$ cat src/hdl/trfp_pkg.sv
// Package for the text record frame parser: command, event, error and
// parser state codes, character constants and the tag lookup.
// No dependencies.
package trfp_pkg;

  // Default sizes of the name, value and hex message limits
  localparam int unsigned NAME_LEN_DEF  = 9;
  localparam int unsigned VALUE_LEN_DEF = 33;
  localparam int unsigned HEX_LEN_DEF   = 100;

  // Checksum record tag and error counter limit
  localparam int unsigned TAG_LEN     = 8;
  localparam int unsigned NUM_ERR     = 5;
  localparam logic [15:0] COUNT_LIMIT = 16'd50000;

  // Characters
  localparam logic [7:0] CH_TAB   = 8'h09;
  localparam logic [7:0] CH_LF    = 8'h0A;
  localparam logic [7:0] CH_CR    = 8'h0D;
  localparam logic [7:0] CH_SPACE = 8'd32;
  localparam logic [7:0] CH_HASH  = 8'h23;
  localparam logic [7:0] CH_COLON = 8'h3A;
  localparam logic [7:0] CH_V     = 8'h56;
  localparam logic [7:0] CH_LO_A  = 8'h61;
  localparam logic [7:0] CH_LO_Z  = 8'h7A;
  localparam logic [7:0] CH_CASE  = 8'd32;
  localparam logic [7:0] CH_TOP   = 8'd128;

  typedef enum logic [1:0] {
    CMD_BYTE  = 2'd0,
    CMD_GAP   = 2'd1,
    CMD_AGING = 2'd2,
    CMD_NOP   = 2'd3
  } cmd_e;

  typedef enum logic [3:0] {
    EV_NONE    = 4'd0,
    EV_NAME    = 4'd1,
    EV_VALUE   = 4'd2,
    EV_KEPT    = 4'd3,
    EV_DROPPED = 4'd4,
    EV_GOOD    = 4'd5,
    EV_BAD     = 4'd6,
    EV_HEXCHAR = 4'd7,
    EV_HEXEND  = 4'd8
  } ev_e;

  typedef enum logic [2:0] {
    ERR_NONE   = 3'd0,
    ERR_GAP    = 3'd1,
    ERR_CHAR   = 3'd2,
    ERR_NEST   = 3'd3,
    ERR_SUM    = 3'd4,
    ERR_HEXOVF = 3'd5
  } err_code_e;

  typedef enum logic [2:0] {
    ST_IDLE  = 3'd0,
    ST_BEGIN = 3'd1,
    ST_NAME  = 3'd2,
    ST_VALUE = 3'd3,
    ST_CHECK = 3'd4,
    ST_HEX   = 3'd5
  } parse_state_e;

  // Request from the parser to the error counters
  typedef struct packed {
    logic      en;    // item accepted, error raised and start-up passed
    err_code_e code;
  } err_req_t;

  // Characters of the checksum record name
  function automatic logic [7:0] tag_char(input logic [2:0] idx);
    logic [7:0] ch;
    case (idx)
      3'd0:    ch = 8'h43;  // C
      3'd1:    ch = 8'h48;  // H
      3'd2:    ch = 8'h45;  // E
      3'd3:    ch = 8'h43;  // C
      3'd4:    ch = 8'h4B;  // K
      3'd5:    ch = 8'h53;  // S
      3'd6:    ch = 8'h55;  // U
      default: ch = 8'h4D;  // M
    endcase
    return ch;
  endfunction

endpackage

$ cat src/hdl/trfp_in_if.sv
// Input channel of the text record frame parser: valid/ready plus one item.
// No dependencies.
interface trfp_in_if;
  logic       valid;
  logic       ready;
  logic [1:0] command;
  logic [7:0] rx_byte;

  modport source (output valid, output command, output rx_byte, input ready);
  modport sink   (input valid, input command, input rx_byte, output ready);
endinterface

$ cat src/hdl/trfp_out_if.sv
// Output channel of the text record frame parser: valid/ready plus one item.
// No dependencies.
interface trfp_out_if;
  logic        valid;
  logic        ready;
  logic [3:0]  event_res;
  logic [7:0]  data_byte;
  logic [2:0]  error_code;
  logic [15:0] error_count;
  logic        data_valid;
  logic        startup_done;

  modport source (output valid, output event_res, output data_byte, output error_code,
                  output error_count, output data_valid, output startup_done,
                  input ready);
  modport sink   (input valid, input event_res, input data_byte, input error_code,
                  input error_count, input data_valid, input startup_done,
                  output ready);
endinterface

$ cat src/hdl/trfp_err_counter.sv
// Error counters of the text record frame parser, one per error kind,
// all halved once one passes the limit. Depends on trfp_pkg.
module trfp_err_counter import trfp_pkg::*; (
  input  logic        clk_i,
  input  logic        rst_ni,
  input  err_req_t    req_i,
  output logic [15:0] count_o
);

  logic [15:0] cnt_q [NUM_ERR];
  logic [15:0] cnt_d [NUM_ERR];
  logic [15:0] inc   [NUM_ERR];
  logic        over;

  // Increment the selected kind, then halve all if any passes the limit
  always_comb begin
    over = 1'b0;
    for (int i = 0; i < NUM_ERR; i++) begin
      inc[i] = cnt_q[i] + {15'd0, (req_i.code == err_code_e'(3'(i + 1)))};
      if (inc[i] > COUNT_LIMIT) over = 1'b1;
    end
    for (int i = 0; i < NUM_ERR; i++) begin
      if (!req_i.en) begin
        cnt_d[i] = cnt_q[i];
      end else if (over) begin
        cnt_d[i] = {1'b0, inc[i][15:1]};
      end else begin
        cnt_d[i] = inc[i];
      end
    end
  end

  // Count of the requested kind after the update
  always_comb begin
    case (req_i.code)
      ERR_GAP:    count_o = cnt_d[0];
      ERR_CHAR:   count_o = cnt_d[1];
      ERR_NEST:   count_o = cnt_d[2];
      ERR_SUM:    count_o = cnt_d[3];
      ERR_HEXOVF: count_o = cnt_d[4];
      default:    count_o = 16'd0;
    endcase
  end

  always_ff @(posedge clk_i or negedge rst_ni) begin
    if (!rst_ni) begin
      for (int i = 0; i < NUM_ERR; i++) cnt_q[i] <= 16'd0;
    end else begin
      for (int i = 0; i < NUM_ERR; i++) cnt_q[i] <= cnt_d[i];
    end
  end

endmodule

$ cat src/hdl/text_record_frame_parser_core.sv
// Top level of the text record frame parser: byte parser, checksum and
// result register. Depends on trfp_pkg, trfp_in_if, trfp_out_if, trfp_err_counter.
//
//   port    dir  handshake     item
//   in_i    in   valid/ready   command, rx_byte
//   out_o   out  valid/ready   event_res, data_byte, error_code, error_count,
//                              data_valid, startup_done
//
// One item per cycle while out_o is not stalled: each accepted item updates
// the parser state and loads the result register at the same edge; the result
// appears the next cycle. in_i.ready stays high while the result register is
// empty or being taken, so a stalled out_o holds one result and stops the input.
// Reset (rst_ni low, asynchronous) returns the parser to idle and clears
// the flags and error counters; no clearing pass is needed.
module text_record_frame_parser_core import trfp_pkg::*; #(
  parameter int unsigned NAME_LEN  = NAME_LEN_DEF,
  parameter int unsigned VALUE_LEN = VALUE_LEN_DEF,
  parameter int unsigned HEX_LEN   = HEX_LEN_DEF
) (
  input  logic clk_i,
  input  logic rst_ni,
  trfp_in_if.sink    in_i,
  trfp_out_if.source out_o
);

  localparam int unsigned NL_W = $clog2(NAME_LEN + 1);
  localparam int unsigned VL_W = $clog2(VALUE_LEN + 1);
  localparam int unsigned HL_W = $clog2(HEX_LEN + 1);

  // Parser state
  parse_state_e   state_q, state_d, st_cur, saved_q, saved_d;
  logic [7:0]     sum_q, sum_d;
  logic [NL_W-1:0] name_len_q, name_len_d;
  logic           name_tag_q, name_tag_d;
  logic           name_v_q, name_v_d;
  logic [VL_W-1:0] val_len_q, val_len_d;
  logic           has_v_q, has_v_d;
  logic [HL_W-1:0] hex_len_q, hex_len_d, hl_cur, hl_inc;
  logic           startup_q, startup_d;
  logic           valid_q, valid_d;

  // Result register
  logic           out_valid_q;
  logic [3:0]     ev_q;
  logic [7:0]     data_q;
  logic [2:0]     err_q;
  logic [15:0]    cnt_q;
  logic           dv_q, sd_q;

  logic           accept;
  logic [7:0]     b, c;
  logic           char_ok;
  ev_e            ev;
  logic [7:0]     data;
  err_code_e      err;
  err_req_t       err_req;
  logic [15:0]    err_cnt;

  assign in_i.ready = !out_valid_q || out_o.ready;
  assign accept     = in_i.valid && in_i.ready;

  assign b       = in_i.rx_byte;
  assign c       = (b >= CH_LO_A && b <= CH_LO_Z) ? (b - CH_CASE) : b;
  assign char_ok = (b == CH_TAB) || (b == CH_LF) || (b == CH_CR) ||
                   (b >= CH_SPACE && b < CH_TOP);

  // Per-item state update and result
  always_comb begin
    state_d    = state_q;
    saved_d    = saved_q;
    sum_d      = sum_q;
    name_len_d = name_len_q;
    name_tag_d = name_tag_q;
    name_v_d   = name_v_q;
    val_len_d  = val_len_q;
    has_v_d    = has_v_q;
    hex_len_d  = hex_len_q;
    startup_d  = startup_q;
    valid_d    = valid_q;
    ev         = EV_NONE;
    data       = 8'd0;
    err        = ERR_NONE;
    st_cur     = state_q;
    hl_cur     = hex_len_q;
    hl_inc     = hex_len_q + 1'b1;

    case (cmd_e'(in_i.command))
      CMD_AGING: begin
        if (valid_q) begin
          valid_d   = 1'b0;
          startup_d = 1'b0;
        end
      end
      CMD_GAP: begin
        if (state_q != ST_IDLE) begin
          err     = ERR_GAP;
          ev      = EV_BAD;
          sum_d   = 8'd0;
          state_d = ST_IDLE;
          has_v_d = 1'b0;
        end
      end
      CMD_BYTE: begin
        if (state_q != ST_CHECK && !char_ok) begin
          err     = ERR_CHAR;
          ev      = EV_BAD;
          sum_d   = 8'd0;
          state_d = ST_IDLE;
          has_v_d = 1'b0;
        end else begin
          // colon opens a hex message, restarting one already open
          if (b == CH_COLON && state_q != ST_CHECK) begin
            if (state_q == ST_HEX) begin
              err = ERR_NEST;
            end else begin
              saved_d = state_q;
            end
            st_cur = ST_HEX;
            hl_cur = '0;
          end
          hl_inc  = hl_cur + 1'b1;
          state_d = st_cur;
          if (st_cur != ST_HEX) sum_d = sum_q + b;

          case (st_cur)
            ST_IDLE: begin
              if (c == CH_LF) state_d = ST_BEGIN;
            end
            ST_BEGIN: begin
              name_len_d = NL_W'(1);
              name_tag_d = (c == tag_char(3'd0));
              name_v_d   = (c == CH_V);
              state_d    = ST_NAME;
              ev         = EV_NAME;
              data       = c;
            end
            ST_NAME: begin
              if (c == CH_TAB) begin
                if (name_len_q < NL_W'(NAME_LEN) && name_len_q == NL_W'(TAG_LEN) &&
                    name_tag_q) begin
                  state_d = ST_CHECK;
                  ev      = EV_DROPPED;
                end else begin
                  val_len_d = '0;
                  state_d   = ST_VALUE;
                end
              end else if (c != CH_HASH && name_len_q < NL_W'(NAME_LEN)) begin
                if (!(name_len_q < NL_W'(TAG_LEN) && tag_char(name_len_q[2:0]) == c)) begin
                  name_tag_d = 1'b0;
                end
                name_len_d = name_len_q + 1'b1;
                ev         = EV_NAME;
                data       = c;
              end
            end
            ST_VALUE: begin
              if (c == CH_LF) begin
                if (val_len_q < VL_W'(VALUE_LEN)) begin
                  ev = EV_KEPT;
                  if (name_len_q == NL_W'(1) && name_v_q) has_v_d = 1'b1;
                end else begin
                  ev = EV_DROPPED;
                end
                state_d = ST_BEGIN;
              end else if (c != CH_CR && val_len_q < VL_W'(VALUE_LEN)) begin
                val_len_d = val_len_q + 1'b1;
                ev        = EV_VALUE;
                data      = c;
              end
            end
            ST_CHECK: begin
              // check byte: running sum including it must be zero
              if (sum_d == 8'd0) begin
                if (has_v_q) begin
                  if (startup_q) valid_d = 1'b1;
                  startup_d = 1'b1;
                end
                ev = EV_GOOD;
              end else begin
                err = ERR_SUM;
                ev  = EV_BAD;
              end
              sum_d   = 8'd0;
              state_d = ST_IDLE;
              has_v_d = 1'b0;
            end
            default: begin
              // hex message: newline resumes the interrupted text state
              if (c == CH_LF) begin
                ev        = EV_HEXEND;
                hex_len_d = hl_cur;
                state_d   = (saved_d <= ST_VALUE) ? saved_d : ST_IDLE;
              end else if (hl_inc >= HL_W'(HEX_LEN)) begin
                err       = ERR_HEXOVF;
                hex_len_d = '0;
                state_d   = ST_IDLE;
                ev        = EV_HEXEND;
              end else begin
                hex_len_d = hl_inc;
                ev        = EV_HEXCHAR;
                data      = c;
              end
            end
          endcase
        end
      end
      default: ;
    endcase
  end

  assign err_req.en   = accept && startup_q && (err != ERR_NONE);
  assign err_req.code = err;

  trfp_err_counter u_err_counter (
    .clk_i   (clk_i),
    .rst_ni  (rst_ni),
    .req_i   (err_req),
    .count_o (err_cnt)
  );

  // Control state
  always_ff @(posedge clk_i or negedge rst_ni) begin
    if (!rst_ni) begin
      state_q     <= ST_IDLE;
      saved_q     <= ST_IDLE;
      sum_q       <= 8'd0;
      name_len_q  <= '0;
      name_tag_q  <= 1'b1;
      name_v_q    <= 1'b0;
      val_len_q   <= '0;
      has_v_q     <= 1'b0;
      hex_len_q   <= '0;
      startup_q   <= 1'b0;
      valid_q     <= 1'b0;
      out_valid_q <= 1'b0;
    end else begin
      if (accept) begin
        state_q    <= state_d;
        saved_q    <= saved_d;
        sum_q      <= sum_d;
        name_len_q <= name_len_d;
        name_tag_q <= name_tag_d;
        name_v_q   <= name_v_d;
        val_len_q  <= val_len_d;
        has_v_q    <= has_v_d;
        hex_len_q  <= hex_len_d;
        startup_q  <= startup_d;
        valid_q    <= valid_d;
      end
      if (accept) begin
        out_valid_q <= 1'b1;
      end else if (out_o.ready) begin
        out_valid_q <= 1'b0;
      end
    end
  end

  // Result payload
  always_ff @(posedge clk_i) begin
    if (accept) begin
      ev_q   <= ev;
      data_q <= data;
      err_q  <= err;
      cnt_q  <= (err != ERR_NONE) ? err_cnt : 16'd0;
      dv_q   <= valid_d;
      sd_q   <= startup_d;
    end
  end

  assign out_o.valid        = out_valid_q;
  assign out_o.event_res    = ev_q;
  assign out_o.data_byte    = data_q;
  assign out_o.error_code   = err_q;
  assign out_o.error_count  = cnt_q;
  assign out_o.data_valid   = dv_q;
  assign out_o.startup_done = sd_q;

endmodule
$ cat src/flat_wrapper.sv
// flat-port wrapper written by rule: the top's interface ports become plain ports
module text_record_frame_parser_core_flat import trfp_pkg::*;
#(
  parameter int unsigned NAME_LEN  = NAME_LEN_DEF,
  parameter int unsigned VALUE_LEN = VALUE_LEN_DEF,
  parameter int unsigned HEX_LEN   = HEX_LEN_DEF
)
  (clk_i, rst_ni, in_i_valid, in_i_command, in_i_rx_byte, in_i_ready, out_o_valid, out_o_event_res, out_o_data_byte, out_o_error_code, out_o_error_count, out_o_data_valid, out_o_startup_done, out_o_ready);
  trfp_in_if in_i_i ();
  trfp_out_if out_o_i ();
  input  logic clk_i;
  input  logic rst_ni;
  input wire logic [$bits(in_i_i.valid)-1:0] in_i_valid;
  input wire logic [$bits(in_i_i.command)-1:0] in_i_command;
  input wire logic [$bits(in_i_i.rx_byte)-1:0] in_i_rx_byte;
  output wire logic [$bits(in_i_i.ready)-1:0] in_i_ready;
  output wire logic [$bits(out_o_i.valid)-1:0] out_o_valid;
  output wire logic [$bits(out_o_i.event_res)-1:0] out_o_event_res;
  output wire logic [$bits(out_o_i.data_byte)-1:0] out_o_data_byte;
  output wire logic [$bits(out_o_i.error_code)-1:0] out_o_error_code;
  output wire logic [$bits(out_o_i.error_count)-1:0] out_o_error_count;
  output wire logic [$bits(out_o_i.data_valid)-1:0] out_o_data_valid;
  output wire logic [$bits(out_o_i.startup_done)-1:0] out_o_startup_done;
  input wire logic [$bits(out_o_i.ready)-1:0] out_o_ready;
  assign in_i_i.valid = in_i_valid;
  assign in_i_i.command = in_i_command;
  assign in_i_i.rx_byte = in_i_rx_byte;
  assign in_i_ready = in_i_i.ready;
  assign out_o_valid = out_o_i.valid;
  assign out_o_event_res = out_o_i.event_res;
  assign out_o_data_byte = out_o_i.data_byte;
  assign out_o_error_code = out_o_i.error_code;
  assign out_o_error_count = out_o_i.error_count;
  assign out_o_data_valid = out_o_i.data_valid;
  assign out_o_startup_done = out_o_i.startup_done;
  assign out_o_i.ready = out_o_ready;
  text_record_frame_parser_core #(.NAME_LEN(NAME_LEN), .VALUE_LEN(VALUE_LEN), .HEX_LEN(HEX_LEN)) u_core (.clk_i(clk_i), .rst_ni(rst_ni), .in_i(in_i_i), .out_o(out_o_i));
endmodule
$ cat config.mk
export PLATFORM = sky130hd
export DESIGN_NAME = text_record_frame_parser_core_flat
export DESIGN_NICKNAME = d
export VERILOG_FILES = /design/src/hdl/trfp_pkg.sv /design/src/hdl/trfp_in_if.sv /design/src/hdl/trfp_out_if.sv /design/src/hdl/trfp_err_counter.sv /design/src/hdl/text_record_frame_parser_core.sv /design/src/flat_wrapper.sv
export SDC_FILE = /design/constraint.sdc
export NUM_CORES = 1
export LEC_CHECK = 0
export BUFFER_PORTS_ARGS = -buffer_cell sky130_fd_sc_hd__buf_2
export CAP_MARGIN = 20
export CORE_MARGIN = 2
export CORE_UTILIZATION = 40
export CTS_BUF_LIST = sky130_fd_sc_hd__clkbuf_16
export CTS_CLUSTER_SIZE = 10
export DETAILED_ROUTE_END_ITERATION = 10
export PLACE_DENSITY = 0.67
export SLEW_MARGIN = 20
export SYNTH_ARGS = -nofsm -noshare
export SYNTH_HDL_FRONTEND = slang
export SYNTH_SLANG_ARGS = --single-unit
$ cat constraint.sdc
create_clock -name clk_i -period 6 [get_ports clk_i]
set_input_delay 1.2 -clock clk_i [delete_from_list [all_inputs] [get_ports clk_i]]
set_output_delay 1.2 -clock clk_i [all_outputs]
set_load 0.01 [all_outputs]
==> summary.md <==
| Metric | Value |
|---|---|
| DRT met1 WL | `approximately 17,000 µm` |
| Post-route setup TNS | `0 ns` |
| Most used DFF post-synth | `dfrtp_1` |
| Hold Crit Start | `u_core.has_v_q$_DFFE_PN0P_` |
| Switching share of total power | `a little over a quarter` |
| RR Startpoint | `u_core.state_q[1]$_DFFE_PN0P_` |
| Warnings from Yosys | `0` |
| Core area | `about 29,000 µm²` |
| Asr flop ratio synth | `between 70 and 80%` |
| DRT Pass-1 Iters | `6` |
| Worst EP required | `around 6.2 ns` |
| Highest routed layer | `met4` |
| Worst reg2reg setup slack | `0.45 ns` |
| Critical path arrival | `6.12 ns` |
| Sequential share of the synthesized area | `about a third` |
| Hold Crit Class | `reg -> reg` |
| Peak supply drop | `0.185 mV` |
| Slowest cell on crit path | `or3_4` |
| Gate power share | `between 10% and 20%` |
| Vias | `12.8k` |
| Layout Utilization | `between 50 and 60%` |
| Worst-Margin Slew | `0.926 ns` |
| CP Max Fanout | `12` |
| Post-Route WL | `approximately 42,000 µm` |
| EDFF count, synth | `33` |
| CP endpoint kind | `flip-flop` |
| GP Congestion | `roughly 0.95` |
| Initial antenna violation count | `0` |
| Share of the synthesized area in the top cell type | `between 20% and 30%` |
| Worst-skew pair later-pin latency | `0.44 ns` |
| Min Tclk post-route | `roughly 6 ns` |
| Reg power frac | `about 43%` |
| F_max | `168 MHz` |
| Sink Count | `150` |
| Port Buffers | `48` |
| Chip width | `between 150 and 200 µm` |
| DRC violations left | `0` |
| Hold Path Sink | `u_core.has_v_q$_DFFE_PN0P_` |
| Most frequent cell after synthesis | `nand2_1` |
| Largest net degree at the start of global routing | `between 70 and 80` |
| Total CTS buffers | `17` |
| Cell count of the worst reg-to-reg path | `27` |
| Routed length on met3 | `~3300 µm` |
| First-pass GRT wire length | `around 65,000 µm` |
| Slew HR | `a little under two fifths` |
| WL/cell | `about 20 µm` |
| Syn nets | `1,517` |
| Worst path max stage delay | `about 0.34 ns` |
| Outcome | `finished clean` |
| All-Layer GR Usage | `around a quarter` |
| Root cell of the clock tree | `clkbuf_16` |
| Area leader, netlist | `dfrtp_1` |
| Remaining Overflow, GRT | `0` |
| CTS tree | `built` |
| Final Hold Fails | `0` |
| P_sw | `~0.00067 W` |
| Synth Instances | `between 1k and 1.5k` |
| Post-layout nets | `~1.7k` |
| WL met2 | `roughly 19,000 µm` |
| WHS Path Cells | `1` |
| ANT nets after route | `0` |
| RR Endpoint | `u_core.out_o.error_count[1]$_SDFFCE_PP0P_` |
| Lkg Pwr | `6.49 nW` |
| Vias in the first global route | `11.9k` |
| Post-Syn Area | `around 12,000 µm²` |
| Critical path, cell by cell | `buf_2, buf_6, ha_4, nor2b_1, a221o_1, a211o_1, o41ai_2, buf_4, a311oi_4, ha_2, ha_4, xor2_2, nor3_2, a21oi_1, or3_4, a22oi_2, o2111ai_4, nor2_4, buf_8, mux2i_2, a2bb2oi_2, a22o_1, or3_1` |
| Die Area | `~31,000 µm²` |
| Number of top-level pins | `just under 50` |
| Slew Viols, Final | `0` |
| Setup violators final | `0` |
| DIE HEIGHT | `about 180 µm` |
| Period utilisation layout | `between 90% and 100%` |
| Post-synth top cells | `nand2_1 (192), nor2_1 (141), dfrtp_1 (116)` |
| Ant. Diodes | `0` |
| Max cap viols | `0` |
| Layout cell share with drive strength beyond 1 | `around 28%` |
| RSZ-0062 raised after global routing | `true` |
| Syn Area/Cell | `just over 8 µm²` |
| Power Density | `~160 nW/µm²` |
| Initial core utilization | `40.4%` |
| Dpl cells | `2,055` |
| Row count | `63` |
| DP Wirelength | `30,000 µm` |
| DRT iter0 DRCs | `~1.3k` |
| Htree depth | `4` |
| CP Class | `in -> reg` |
| P&R area growth vs syn | `30.7%` |
| Synth Register Bits | `150` |
| Synth cell types | `92` |
| Non-filler cells, final | `~2.1k` |
| Worst Skew | `0.00911 ns` |
| DR vias/cell | `6.06` |
| Most used cell along the critical path | `ha_4` |
| P_int | `0.00188 W` |
| Clock power frac | `a little over two fifths` |
| CTS clk-pin slew, worst paths | `0.07 ns` |
| Startpoint Class | `input pin` |
| Area contributors post-synth | `dfrtp_1 (24%), edfxtp_1 (8.3%), nand2_1 (6.1%), nor2_1 (4.5%), o21ai_0 (4.1%)` |
| Clock tree buffer depth | `2` |
## cells in the final DEF (no fill, tap or decap), types with 14 or more instances in the layout
cell and n:
buf_4 251, nand2_1 189, nor2_1 136, dfrtp_1 116
o21ai_0 87, a21oi_1 71, nand3_1 68, buf_2 46
nor3_1 35, inv_1 33, edfxtp_1 33, xor2_1 31
nand4_1 26, and3_1 25, xnor2_1 25, mux2i_1 22
clkbuf_16 18, o22ai_1 17, a22o_1 16, ha_1 16
a31oi_1 15, nor2b_1 14, o21ai_1 14, a211o_1 14
o31ai_1 14, mux2_2 14
## cells by family after synthesis
family | Yosys count | share of synthesized area (%)
AOI/OAI and AO/OA | 429 | 25.2
buffers and inverters | 141 | 4.91
DFF | 150 | 33.0
and+or+nand+nor | 625 | 25.8
xor gates and xnor gates | 60 | 4.43
adders and majority gates | 29 | 3.12
muxes | 40 | 3.55
## registers in the layout (all words and copies together) (netlist names), 3 cells and up
name / count
u_core.saved_q: 3
u_core.name_len_q: 4
u_core.state_q: 3
u_core.out_o.event_res: 4
u_core.u_err_counter.cnt_q: 80
u_core.out_o.data_byte: 8
u_core.out_o.error_code: 3
u_core.out_o.error_count: 16
u_core.val_len_q: 6
u_core.hex_len_q: 7
u_core.sum_q: 8
## power groups by stage
stage,combinational (W),sequential (W),clock (W)
2_1_floorplan,0.000148,0.00110,0
3_3_place_gp,0.000279,0.00110,0
3_5_place_dp,0.000286,0.00110,0
4_1_cts,0.000301,0.00108,0.00113
5_1_grt,0.000369,0.00109,0.00117
6_report,0.000338,0.00109,0.00112
## timing repair
item	in CTS	in global routing
hold buffers	0	0
gates cloned	0	2
buffers inserted	1	17
gates resized for setup	11	77
pin swaps	5	16
hold endpoints to repair	0	0
endpoints found under the setup margin	14	18
## metal layers
metal,global-route usage [%],vias up
met5,0,-
met4,11.2,0
met3,5.49,110
met2,42.6,602
met1,35.2,6127
li1,-,5935
## worst max-delay path by stage
stage,from,endpoint,cells after the start
2_1_floorplan,in_i_rx_byte[6],u_core.out_o.error_count[12]$_SDFFCE_PP0P_,27
3_3_place_gp,in_i_rx_byte[0],u_core.out_o.error_count[7]$_SDFFCE_PP0P_,23
3_5_place_dp,in_i_rx_byte[0],u_core.out_o.error_count[7]$_SDFFCE_PP0P_,23
4_1_cts,in_i_rx_byte[0],u_core.out_o.error_count[4]$_SDFFCE_PP0P_,23
5_1_grt,in_i_rx_byte[6],u_core.out_o.error_count[1]$_SDFFCE_PP0P_,25
6_report,in_i_rx_byte[5],u_core.out_o.error_count[6]$_SDFFCE_PP0P_,23
## stage by stage
stage | worst slack, ns | hold slack (ns) | instance area (µm²) | total power (W)
after floorplan | -0.235 | 0.450 | 12200 | 0.00125
after global placement | -0.690 | 0.476 | 14300 | 0.00138
after detailed placement | -0.624 | 0.477 | 14300 | 0.00139
after CTS | 0.00988 | 0.492 | 15000 | 0.00252
after global routing | -0.109 | 0.514 | 15500 | 0.00263
final | 0.0649 | 0.492 | 15500 | 0.00255
## critical path, delay by kind of cell
| family | cells | cell delay, ns |
|---|---|---|
| AOI/OAI and AO/OA | 9 | 1.98 |
| xor gates and xnor gates | 1 | 0.18 |
| adders and majority gates | 3 | 0.71 |
| buffers and inverters | 4 | 0.66 |
| muxes | 1 | 0.23 |
| and+or+nand+nor | 5 | 1.13 |
## cell type report
cell class	count	area [µm²]
Inverter	34	128
Multi-Input combinational cell	1183	7950
Fill cell	2674	13900
Sequential cell	150	3920
Timing Repair Buffer	318	2450
Clock inverter	15	165
Clock buffer	17	425
Tap cell	390	488
Note: power is estimated with default switching activity, not from simulation.
